File: src/hw/rtl/tle_pkg.sv
// Shared types, constants and codes for the text line editor with key repeat.
package tle_pkg;

	localparam int BUF_DEPTH = 256;
	localparam int BUF_AW = $clog2(BUF_DEPTH);
	localparam int CAP_LIMIT_I = (BUF_DEPTH < 256) ? BUF_DEPTH : 256;
	localparam logic [8:0] CAP_LIMIT = 9'(CAP_LIMIT_I);

	localparam logic [31:0] FIRST_WAIT_MS = 32'd400;
	localparam logic [31:0] REPEAT_WAIT_MS = 32'd40;
	localparam logic [7:0] NEWLINE_CHAR = 8'h0A;

	typedef logic [BUF_AW-1:0] addr_t;

	typedef enum logic [1:0] {
		OP_KEY   = 2'd0,
		OP_READ  = 2'd1,
		OP_CLEAR = 2'd2,
		OP_NOP   = 2'd3
	} opcode_t;

	typedef enum logic [2:0] {
		REG_CAPACITY  = 3'd0,
		REG_MAX_NL    = 3'd1,
		REG_BACKSPACE = 3'd2,
		REG_ENTER     = 3'd3,
		REG_LEFT      = 3'd4,
		REG_RIGHT     = 3'd5,
		REG_DELETE    = 3'd6,
		REG_UNUSED    = 3'd7
	} reg_idx_t;

	typedef enum logic [1:0] {
		ACT_NONE,
		ACT_REMOVE,
		ACT_INSERT
	} act_kind_t;

	typedef struct packed {
		logic [8:0]  capacity;
		logic [7:0]  max_newlines;
		logic [15:0] backspace_code;
		logic [15:0] enter_code;
		logic [15:0] left_code;
		logic [15:0] right_code;
		logic [15:0] delete_code;
	} cfg_t;

	typedef struct packed {
		logic [7:0]  cursor;
		logic [7:0]  length;
		logic [7:0]  newlines;
		logic        prev_valid;
		logic [15:0] prev_key;
		logic [31:0] prev_tick;
		logic        first_press;
	} edit_state_t;

	typedef struct packed {
		logic      pass;
		logic      accepted;
		logic      first_press_next;
		act_kind_t kind;
		logic [7:0] pos;
		logic [7:0] ch;
		logic [7:0] cursor_next;
		logic      newline_inc;
	} key_act_t;

	typedef struct packed {
		logic       insert;
		logic [7:0] pos;
		logic [7:0] length;
		logic [7:0] ch;
	} shift_cmd_t;

	typedef struct packed {
		logic       we;
		addr_t      waddr;
		logic [7:0] wdata;
	} ram_wr_t;

endpackage

File: src/hw/rtl/tle_text_ram.sv
// Character store: one write port and one read port with registered read data.
module tle_text_ram
	import tle_pkg::*;
(
	input  logic       clk,
	input  ram_wr_t    wr,
	input  addr_t      raddr,
	output logic [7:0] rdata
);

	logic [7:0] mem [BUF_DEPTH];

	always_ff @(posedge clk) begin
		if (wr.we) begin
			mem[wr.waddr] <= wr.wdata;
		end
		rdata <= mem[raddr];
	end

endmodule

File: src/hw/rtl/tle_key_filter.sv
// Repeat filter and key decoder: decides what one key sample does to the buffer.
module tle_key_filter
	import tle_pkg::*;
(
	input  logic [15:0] key_code,
	input  logic [31:0] tick_ms,
	input  edit_state_t st,
	input  cfg_t        cfg,
	output key_act_t    act
);

	logic        match;
	logic [31:0] elapsed;
	logic [31:0] wait_ms;
	logic [8:0]  cap;
	logic [8:0]  cur9;
	logic [8:0]  len9;

	always_comb begin
		match = st.prev_valid && (st.prev_key == key_code);
		wait_ms = st.first_press ? FIRST_WAIT_MS : REPEAT_WAIT_MS;
		elapsed = tick_ms - st.prev_tick;

		// Clamp the programmed capacity into the range the store supports.
		cap = cfg.capacity;
		if (cap == 9'd0) begin
			cap = 9'd1;
		end else if (cap > CAP_LIMIT) begin
			cap = CAP_LIMIT;
		end
		cur9 = {1'b0, st.cursor};
		len9 = {1'b0, st.length};

		act = '0;
		act.pass = !match || (elapsed >= wait_ms);
		act.accepted = (key_code != 16'd0);
		act.first_press_next = !match;
		act.kind = ACT_NONE;
		act.pos = st.cursor;
		act.ch = key_code[7:0];
		act.cursor_next = st.cursor;

		if (key_code == cfg.backspace_code) begin
			if (st.cursor != 8'd0) begin
				act.kind = ACT_REMOVE;
				act.pos = st.cursor - 8'd1;
				act.cursor_next = st.cursor - 8'd1;
			end
		end else if (key_code == cfg.delete_code) begin
			if (st.cursor < st.length) begin
				act.kind = ACT_REMOVE;
			end
		end else if (key_code == cfg.left_code) begin
			if (st.cursor != 8'd0) begin
				act.cursor_next = st.cursor - 8'd1;
			end
		end else if (key_code == cfg.right_code) begin
			if ((st.cursor < st.length) && ((cur9 + 9'd1) < cap)) begin
				act.cursor_next = st.cursor + 8'd1;
			end
		end else if ((key_code != 16'd0) && ((len9 + 9'd1) < cap)) begin
			if (key_code == cfg.enter_code) begin
				// Enter only inserts while the newline budget lasts.
				if (st.newlines < cfg.max_newlines) begin
					act.kind = ACT_INSERT;
					act.ch = NEWLINE_CHAR;
					act.newline_inc = 1'b1;
					act.cursor_next = st.cursor + 8'd1;
				end
			end else begin
				act.kind = ACT_INSERT;
				act.cursor_next = st.cursor + 8'd1;
			end
		end
	end

endmodule

File: src/hw/rtl/tle_shifter.sv
// Tail shifter: moves the text behind an edit point one entry per cycle.
module tle_shifter
	import tle_pkg::*;
(
	input  logic       clk,
	input  logic       arst_n,
	input  logic       start,
	input  shift_cmd_t cmd,
	input  logic [7:0] rdata,
	output addr_t      raddr,
	output ram_wr_t    wr,
	output logic       busy,
	output logic       done
);

	logic       busy_q;
	logic       insert_q;
	logic [7:0] pos_q;
	logic [7:0] ch_q;
	logic [7:0] rd_q;
	logic [7:0] cnt_q;
	logic       pend_s1;
	logic [7:0] waddr_s1;

	assign busy = busy_q;
	assign raddr = addr_t'(rd_q);
	assign done = busy_q && (cnt_q == 8'd0) && !pend_s1;

	always_comb begin
		wr = '0;
		if (busy_q && pend_s1) begin
			wr.we = 1'b1;
			wr.waddr = addr_t'(waddr_s1);
			wr.wdata = rdata;
		end else if (done && insert_q) begin
			// The new character goes in once the tail has moved out of its way.
			wr.we = 1'b1;
			wr.waddr = addr_t'(pos_q);
			wr.wdata = ch_q;
		end
	end

	always_ff @(posedge clk or negedge arst_n) begin
		if (!arst_n) begin
			busy_q <= 1'b0;
			insert_q <= 1'b0;
			pos_q <= '0;
			ch_q <= '0;
			rd_q <= '0;
			cnt_q <= '0;
			pend_s1 <= 1'b0;
			waddr_s1 <= '0;
		end else if (start) begin
			busy_q <= 1'b1;
			insert_q <= cmd.insert;
			pos_q <= cmd.pos;
			ch_q <= cmd.ch;
			pend_s1 <= 1'b0;
			if (cmd.insert) begin
				rd_q <= cmd.length - 8'd1;
				cnt_q <= cmd.length - cmd.pos;
			end else begin
				rd_q <= cmd.pos + 8'd1;
				cnt_q <= cmd.length - cmd.pos - 8'd1;
			end
		end else if (busy_q) begin
			if (cnt_q != 8'd0) begin
				pend_s1 <= 1'b1;
				waddr_s1 <= insert_q ? rd_q + 8'd1 : rd_q - 8'd1;
				rd_q <= insert_q ? rd_q - 8'd1 : rd_q + 8'd1;
				cnt_q <= cnt_q - 8'd1;
			end else begin
				pend_s1 <= 1'b0;
			end
			if (done) begin
				busy_q <= 1'b0;
			end
		end
	end

endmodule

File: src/hw/rtl/text_line_editor_key_repeat_unit.sv
// Line editor with typematic repeat: one transaction in, one result transaction out.
// A key that leaves the text alone, a clear or a no-op goes straight to the hold state;
// a read passes the read state first. Insert and delete shift the tail through the
// character RAM, one entry a cycle; that RAM port sets the rate.
// A new transaction is taken while the previous result still waits at the output register.
// Reset clears cursor, length, newline count and the repeat history; the RAM is not cleared.
module text_line_editor_key_repeat_unit
	import tle_pkg::*;
(
	input  logic        clk,
	input  logic        arst_n,
	// Configuration port.
	input  logic        psel,
	input  logic        penable,
	input  logic        pwrite,
	input  logic [4:0]  paddr,
	input  logic [31:0] pwdata,
	output logic [31:0] prdata,
	output logic        pready,
	// Input stream.
	input  logic        s_axis_tvalid,
	output logic        s_axis_tready,
	input  logic [55:0] s_axis_tdata,   // key_code[15:0], tick_ms[47:16], read_index[55:48]
	input  logic [1:0]  s_axis_tuser,   // opcode[1:0]
	// Result stream.
	output logic        m_axis_tvalid,
	input  logic        m_axis_tready,
	output logic [31:0] m_axis_tdata    // cursor[7:0], text_length[15:8], read_char[23:16],
	                                    // accepted[24], zero[31:25]
);

	typedef enum logic [1:0] {
		ST_IDLE,
		ST_READ,
		ST_SHIFT,
		ST_HOLD
	} state_t;

	state_t      state_q;
	cfg_t        cfg_q;
	edit_state_t st_q;

	// Pending result, filled while the item is processed.
	logic [7:0]  res_cursor_q;
	logic [7:0]  res_length_q;
	logic [7:0]  res_char_q;
	logic        res_acc_q;
	logic        read_hit_q;

	logic        m_valid_q;
	logic [31:0] m_data_q;

	logic [15:0] in_key;
	logic [31:0] in_tick;
	logic [7:0]  in_index;
	opcode_t     in_op;
	logic        in_fire;
	logic        cfg_wr;
	reg_idx_t    cfg_idx;

	key_act_t    act;
	shift_cmd_t  shift_cmd;
	logic        shift_start;
	logic        shift_busy;
	logic        shift_done;
	addr_t       shift_raddr;
	ram_wr_t     ram_wr;
	addr_t       ram_raddr;
	logic [7:0]  ram_rdata;
	logic [7:0]  length_next;

	assign in_key = s_axis_tdata[15:0];
	assign in_tick = s_axis_tdata[47:16];
	assign in_index = s_axis_tdata[55:48];
	assign in_op = opcode_t'(s_axis_tuser);

	assign s_axis_tready = (state_q == ST_IDLE);
	assign in_fire = s_axis_tvalid && s_axis_tready;

	assign m_axis_tvalid = m_valid_q;
	assign m_axis_tdata = m_data_q;

	assign pready = 1'b1;
	assign cfg_idx = reg_idx_t'(paddr[4:2]);
	assign cfg_wr = psel && penable && pwrite && pready;

	// Register readback.
	always_comb begin
		unique case (cfg_idx)
			REG_CAPACITY:  prdata = {23'd0, cfg_q.capacity};
			REG_MAX_NL:    prdata = {24'd0, cfg_q.max_newlines};
			REG_BACKSPACE: prdata = {16'd0, cfg_q.backspace_code};
			REG_ENTER:     prdata = {16'd0, cfg_q.enter_code};
			REG_LEFT:      prdata = {16'd0, cfg_q.left_code};
			REG_RIGHT:     prdata = {16'd0, cfg_q.right_code};
			REG_DELETE:    prdata = {16'd0, cfg_q.delete_code};
			default:       prdata = 32'd0;
		endcase
	end

	always_ff @(posedge clk or negedge arst_n) begin
		if (!arst_n) begin
			cfg_q.capacity <= 9'd256;
			cfg_q.max_newlines <= 8'd0;
			cfg_q.backspace_code <= 16'd8;
			cfg_q.enter_code <= 16'd13;
			cfg_q.left_code <= 16'hFF25;
			cfg_q.right_code <= 16'hFF27;
			cfg_q.delete_code <= 16'hFF2E;
		end else if (cfg_wr) begin
			unique case (cfg_idx)
				REG_CAPACITY:  cfg_q.capacity <= pwdata[8:0];
				REG_MAX_NL:    cfg_q.max_newlines <= pwdata[7:0];
				REG_BACKSPACE: cfg_q.backspace_code <= pwdata[15:0];
				REG_ENTER:     cfg_q.enter_code <= pwdata[15:0];
				REG_LEFT:      cfg_q.left_code <= pwdata[15:0];
				REG_RIGHT:     cfg_q.right_code <= pwdata[15:0];
				REG_DELETE:    cfg_q.delete_code <= pwdata[15:0];
				default:       ;
			endcase
		end
	end

	tle_key_filter u_filter (
		.key_code (in_key),
		.tick_ms  (in_tick),
		.st       (st_q),
		.cfg      (cfg_q),
		.act      (act)
	);

	// An edit that changes the length hands the tail move to the shifter.
	always_comb begin
		length_next = st_q.length;
		if (act.kind == ACT_REMOVE) begin
			length_next = st_q.length - 8'd1;
		end else if (act.kind == ACT_INSERT) begin
			length_next = st_q.length + 8'd1;
		end
		shift_cmd.insert = (act.kind == ACT_INSERT);
		shift_cmd.pos = act.pos;
		shift_cmd.length = st_q.length;
		shift_cmd.ch = act.ch;
		shift_start = in_fire && (in_op == OP_KEY) && act.pass && (act.kind != ACT_NONE);
	end

	tle_shifter u_shifter (
		.clk    (clk),
		.arst_n (arst_n),
		.start  (shift_start),
		.cmd    (shift_cmd),
		.rdata  (ram_rdata),
		.raddr  (shift_raddr),
		.wr     (ram_wr),
		.busy   (shift_busy),
		.done   (shift_done)
	);

	// The read port serves the shifter while it runs and the read opcode otherwise.
	assign ram_raddr = shift_busy ? shift_raddr : addr_t'(in_index);

	tle_text_ram u_ram (
		.clk   (clk),
		.wr    (ram_wr),
		.raddr (ram_raddr),
		.rdata (ram_rdata)
	);

	always_ff @(posedge clk or negedge arst_n) begin
		if (!arst_n) begin
			state_q <= ST_IDLE;
			st_q.cursor <= '0;
			st_q.length <= '0;
			st_q.newlines <= '0;
			st_q.prev_valid <= 1'b0;
			st_q.prev_key <= '0;
			st_q.prev_tick <= '0;
			st_q.first_press <= 1'b1;
			res_cursor_q <= '0;
			res_length_q <= '0;
			res_char_q <= '0;
			res_acc_q <= 1'b0;
			read_hit_q <= 1'b0;
			m_valid_q <= 1'b0;
			m_data_q <= '0;
		end else begin
			// In the hold state the output register is reloaded or kept below.
			if (m_valid_q && m_axis_tready && (state_q != ST_HOLD)) begin
				m_valid_q <= 1'b0;
			end
			unique case (state_q)
				ST_IDLE: begin
					if (in_fire) begin
						res_cursor_q <= st_q.cursor;
						res_length_q <= st_q.length;
						res_char_q <= 8'd0;
						res_acc_q <= 1'b0;
						state_q <= ST_HOLD;
						case (in_op)
							OP_KEY: begin
								// A filtered sample leaves every piece of edit state alone.
								if (act.pass) begin
									st_q.prev_valid <= 1'b1;
									st_q.prev_key <= in_key;
									st_q.prev_tick <= in_tick;
									st_q.first_press <= act.first_press_next;
									st_q.cursor <= act.cursor_next;
									st_q.length <= length_next;
									if (act.newline_inc) begin
										st_q.newlines <= st_q.newlines + 8'd1;
									end
									res_cursor_q <= act.cursor_next;
									res_length_q <= length_next;
									res_acc_q <= act.accepted;
									if (act.kind != ACT_NONE) begin
										state_q <= ST_SHIFT;
									end
								end
							end
							OP_READ: begin
								read_hit_q <= (in_index < st_q.length);
								state_q <= ST_READ;
							end
							OP_CLEAR: begin
								st_q.cursor <= '0;
								st_q.length <= '0;
								st_q.newlines <= '0;
								st_q.prev_valid <= 1'b0;
								st_q.prev_tick <= '0;
								st_q.first_press <= 1'b1;
								res_cursor_q <= '0;
								res_length_q <= '0;
							end
							default: ;
						endcase
					end
				end
				ST_READ: begin
					// RAM data for the requested index arrives in the cycle after the request.
					res_char_q <= read_hit_q ? ram_rdata : 8'd0;
					state_q <= ST_HOLD;
				end
				ST_SHIFT: begin
					if (shift_done) begin
						state_q <= ST_HOLD;
					end
				end
				ST_HOLD: begin
					if (!m_valid_q || m_axis_tready) begin
						m_valid_q <= 1'b1;
						m_data_q <= {7'd0, res_acc_q, res_char_q, res_length_q, res_cursor_q};
						state_q <= ST_IDLE;
					end
				end
				default: state_q <= ST_IDLE;
			endcase
		end
	end

endmodule
File: config.mk
export PLATFORM = sky130hd
export DESIGN_NAME = text_line_editor_key_repeat_unit
export DESIGN_NICKNAME = d
export VERILOG_FILES = /design/src/hw/rtl/tle_pkg.sv /design/src/hw/rtl/tle_text_ram.sv /design/src/hw/rtl/tle_key_filter.sv /design/src/hw/rtl/tle_shifter.sv /design/src/hw/rtl/text_line_editor_key_repeat_unit.sv
export SDC_FILE = /design/constraint.sdc
export NUM_CORES = 2
export LEC_CHECK = 0
export ABC_AREA = 1
export BUFFER_PORTS_ARGS = -buffer_cell sky130_fd_sc_hd__buf_2
export CAP_MARGIN = 15
export CELL_PAD_IN_SITES_DETAIL_PLACEMENT = 1
export CELL_PAD_IN_SITES_GLOBAL_PLACEMENT = 1
export CORE_ASPECT_RATIO = 0.8
export CORE_MARGIN = 4
export CORE_UTILIZATION = 41
export DETAILED_ROUTE_END_ITERATION = 10
export HOLD_SLACK_MARGIN = 0.08
export MAX_ROUTING_LAYER = met4
export PLACE_DENSITY = 0.67
export SYNTH_ARGS = -nofsm -noshare
export SYNTH_HDL_FRONTEND = slang
export SYNTH_HIERARCHICAL = 1
export SYNTH_SLANG_ARGS = --single-unit
File: constraint.sdc
create_clock -name clk -period 18.15 [get_ports clk]
set_clock_uncertainty 0.1 [all_clocks]
set_input_delay 3.63 -clock clk [delete_from_list [all_inputs] [get_ports clk]]
set_output_delay 3.63 -clock clk [all_outputs]
set_load 0.02 [all_outputs]
==> results.yml <==
timing:
  hold_viol: 0
  fmax_mhz: 110.1
  fin_ws_ns: 9.069
  setup_tns_ns: 0
  slew_headroom_pct: -12.24
  rsz0062_at_grt: "false"
  layout_min_cycle_time_ns: 9.081
  drv_slew: 123
  tightest_slew_ns: 1.684
  final-setup-viol-count: 0
  post-route-period-util_pct: 50.04
logic_synthesis:
  synthMuxAreaShare_pct: 0.1540
  synth.distinct_cells: 68
  synthCells: 9599
  yosysWarnings: 6
  syn-cell-area_mm2: 0.1024
  synth_top_family_by_area: "simple AND/OR/NAND/NOR gates"
  avgSynthCellArea_um2: 10.66
  postSynth.asyncResetShare_pct: 11.53
  synth_xor_area_share_pct: 0.9754
  synthAdderAreaFrac_pct: 1.225
  ys_ff_latch: 2324
  ys_seq_area_share_pct: 66.84
  synth_compound_area_share_pct: 2.859
  synth_simple_gate_area_share_pct: 23.34
  synth_ff_type: "edfxtp_1"
  synth_edf_count: 2048
clock_network:
  clk_pin_slew_ns: 0.05
  post-cts-setup-buffers: 0
  htreeDepth: 4
  cts_tree: "yes"
  cts_hold_buf: 0
  cts_sinks: 2324
  cts_made_buffers: 233
  root_buffer: "clkbuf_16"
  clock_latency_ns: 0.88
  cts.path.max_buffers: 4
  cts.repair.resized: 0
floorplan:
  die_w_um: 566.6
  fp.dieArea_mm2: 0.2578
  io_pins: 169
  core_area_mm2: 0.2476
  rows: 163
  initial_core_util_pct: 41.34
  die_h_um: 454.9
grt:
  grt_max_degree: 238
  grt_pass1_wl_um: 471000
  grtUsageMet1_pct: 33.87
  antenna_found_initial: 9
  grt_util_all_layers_pct: 24.44
  top_usage_layer: "met2"
  grt_overflow: 0
  grt_pass1_vias: 74800
  grt_util_met2_pct: 38.23
  gr-usage-met3_pct: 3.379
place:
  pre_cts_ws_ns: 8.676
  hpwl_um: 184000
  numPortBuffers: 126
  gp_congestion: 0.8661
detailed_routing:
  drt_first_iter_violations: 6565
  ant_nets: 0
  num_vias: 72870
  via_per_inst: 5.614
  wire_per_inst_um: 24.03
  wirelength_um: 311900
  drcViolationCount: 0
  dr.pass1.iters: 6
cells_and_area:
  multiInputGateArea_mm2: 0.02951
  area_growth_syn_to_layout_pct: 9.921
  regArea_mm2: 0.06842
  fillCellCount: 26900
  nets: 9688
  final_common_cell: "nand2_1"
  final_layout_size_suffix_gt1_share_pct: 7.214
  layout_common_cells: "nand2_1, nand3_1, edfxtp_1"
critical_path:
  path_max_fanout: 13
  worstReg2RegStart: "u_shifter/busy"
  r2r_end: "u_ram/rdata[5]"
  path_class: "in -> out"
  rr_worst_depth: 15
  required_ns: 14.42
  r2r_slack_ns: 10.99
  endpoint: "prdata[1]"
  startpoint: "paddr[2]"
  end_kind: "primary output"
  startpoint_type: "input port"
  critPathArrivalTime_ns: 5.35
power_and_ir_drop:
  power_leakage_nw: 41.61
  ir_drop_mv: 0.2914
  p_per_area_mw_per_mm2: 173.4
worst_hold_path:
  hp-class: "reg -> reg"
status:
  status: "finished with violations"
  violations: "slew limit"
run:
  cap_violations: 0
worst min path at each step:
| stage | cells after the start | slack [ns] | endpoint | startpoint |
|---|---|---|---|---|
| floorplan | 2 | 0.34 | st_q[49] | st_q[49] |
| global placement | 2 | 0.36 | st_q[48] | st_q[48] |
| detailed placement | 2 | 0.36 | st_q[42] | st_q[42] |
| CTS | 2 | 0.38 | st_q[42] | st_q[42] |
| global route | 2 | 0.41 | st_q[34] | st_q[34] |
| finish | 2 | 0.38 | st_q[46] | st_q[46] |
metrics by stage:
| step | power, W | instance area (µm²) | utilization [%] | hold WS (ns) | std cells |
|---|---|---|---|---|---|
| global route | 0.02059 | 112500 | 45.44 | 0.4060 | 12980 |
| detailed placement | 0.01487 | 105200 | 42.51 | 0.3608 | 12550 |
| CTS | 0.01959 | 112500 | 45.43 | 0.3774 | 12970 |
| finish | 0.01951 | 112500 | 45.44 | 0.3772 | 12980 |
| global placement | 0.01464 | 105200 | 42.51 | 0.3556 | 12550 |
| floorplan | 0.01253 | 102400 | - | 0.3355 | 9621 |
sequential cells by signal, indices dropped and copies added, names as in the netlist:
| register | count |
|---|---|
| read_hit_q | 1 |
| u_ram/mem | 2048 |
| u_shifter/pend_s1 | 1 |
| res_acc_q | 1 |
| u_shifter/waddr_s1 | 8 |
| st_q | 66 |
| res_cursor_q | 8 |
| state_q | 2 |
| u_shifter/pos_q | 8 |
| m_axis_tdata | 25 |
| cfg_q | 97 |
| u_shifter/raddr | 8 |
| u_ram/rdata | 8 |
| shift_cmd | 8 |
| u_shifter/ch_q | 8 |
| res_char_q | 8 |
| u_shifter/insert_q | 1 |
| u_shifter/cnt_q | 8 |
| m_axis_tvalid | 1 |
| res_length_q | 8 |
| u_shifter/busy | 1 |
Yosys cell counts, types with 12 or more instances:
library cell  instances  area [µm²]
nand2_1            2774       10410
edfxtp_1           2048       61500
buf_2               309        1546
o211ai_1             13       97.59
buf_1                40       150.1
xor2_1               55       481.7
nor2_1              455        1708
o22ai_1              25       156.4
inv_1               406        1524
inv_2                26       97.59
dfstp_2              41        1077
o221ai_1             12       105.1
a21oi_1              99       495.5
nor3_1               21       105.1
buf_4                74       555.5
clkbuf_1            136       510.5
dfrtp_1             227        5680
o21ai_1              12       60.06
nand3_1            2148       10750
nand4_1              37       231.5
nand2_2              17       106.4
buf_6                25       281.5
ha_1                 97        1214
a22o_1               32       280.3
xnor2_1              59       516.8
mux2_2               14       157.7
o21ai_0             253        1266
per-layer routing:
metal / routed length (µm) / part of all wire (%)
met1: 141300 / 45
met2: 145200 / 47
met3: 17900 / 5.7
met4: 7495 / 2.4
met5: 0 / 0
cells by family (layout without fill, tap and decap cells):
family	count (synthesis)	in the layout
AND/OR/NAND/NOR	5520	5520
flip-flops	2324	2324
adder cells (fa/ha/maj)	99	99
buffers and inverters	1023	1077
other	2	30
AO/OA/AOI/OAI	503	503
multiplexers	14	14
XOR/XNOR	114	114
report_power, final:
group | leakage, nW | internal [W] | switching, W
registers | 21.9 | 0.00698 | 0.000241
clock network | 3.53 | 0.00262 | 0.00206
logic | 16.2 | 0.00182 | 0.00579
area by class of cell:
type / instances / area share [%]
Antenna cell: 6 / 0.01334
Clock buffer: 298 / 5.463
Clock inverter: 125 / 0.9564
Inverter: 436 / 1.485
Multi-Input combinational cell: 6274 / 26.23
Sequential cell: 2324 / 60.81
Tap cell: 3300 / 3.670
Timing Repair Buffer: 218 / 1.374
critical path: stages:
cell and delay, ns:
buf_2 0.15, nor2_1 0.08, nand2_1 0.51, inv_1 0.32
a221oi_1 0.40, nand2_1 0.08, buf_2 0.17
Note: power is estimated with default switching activity, not from simulation.
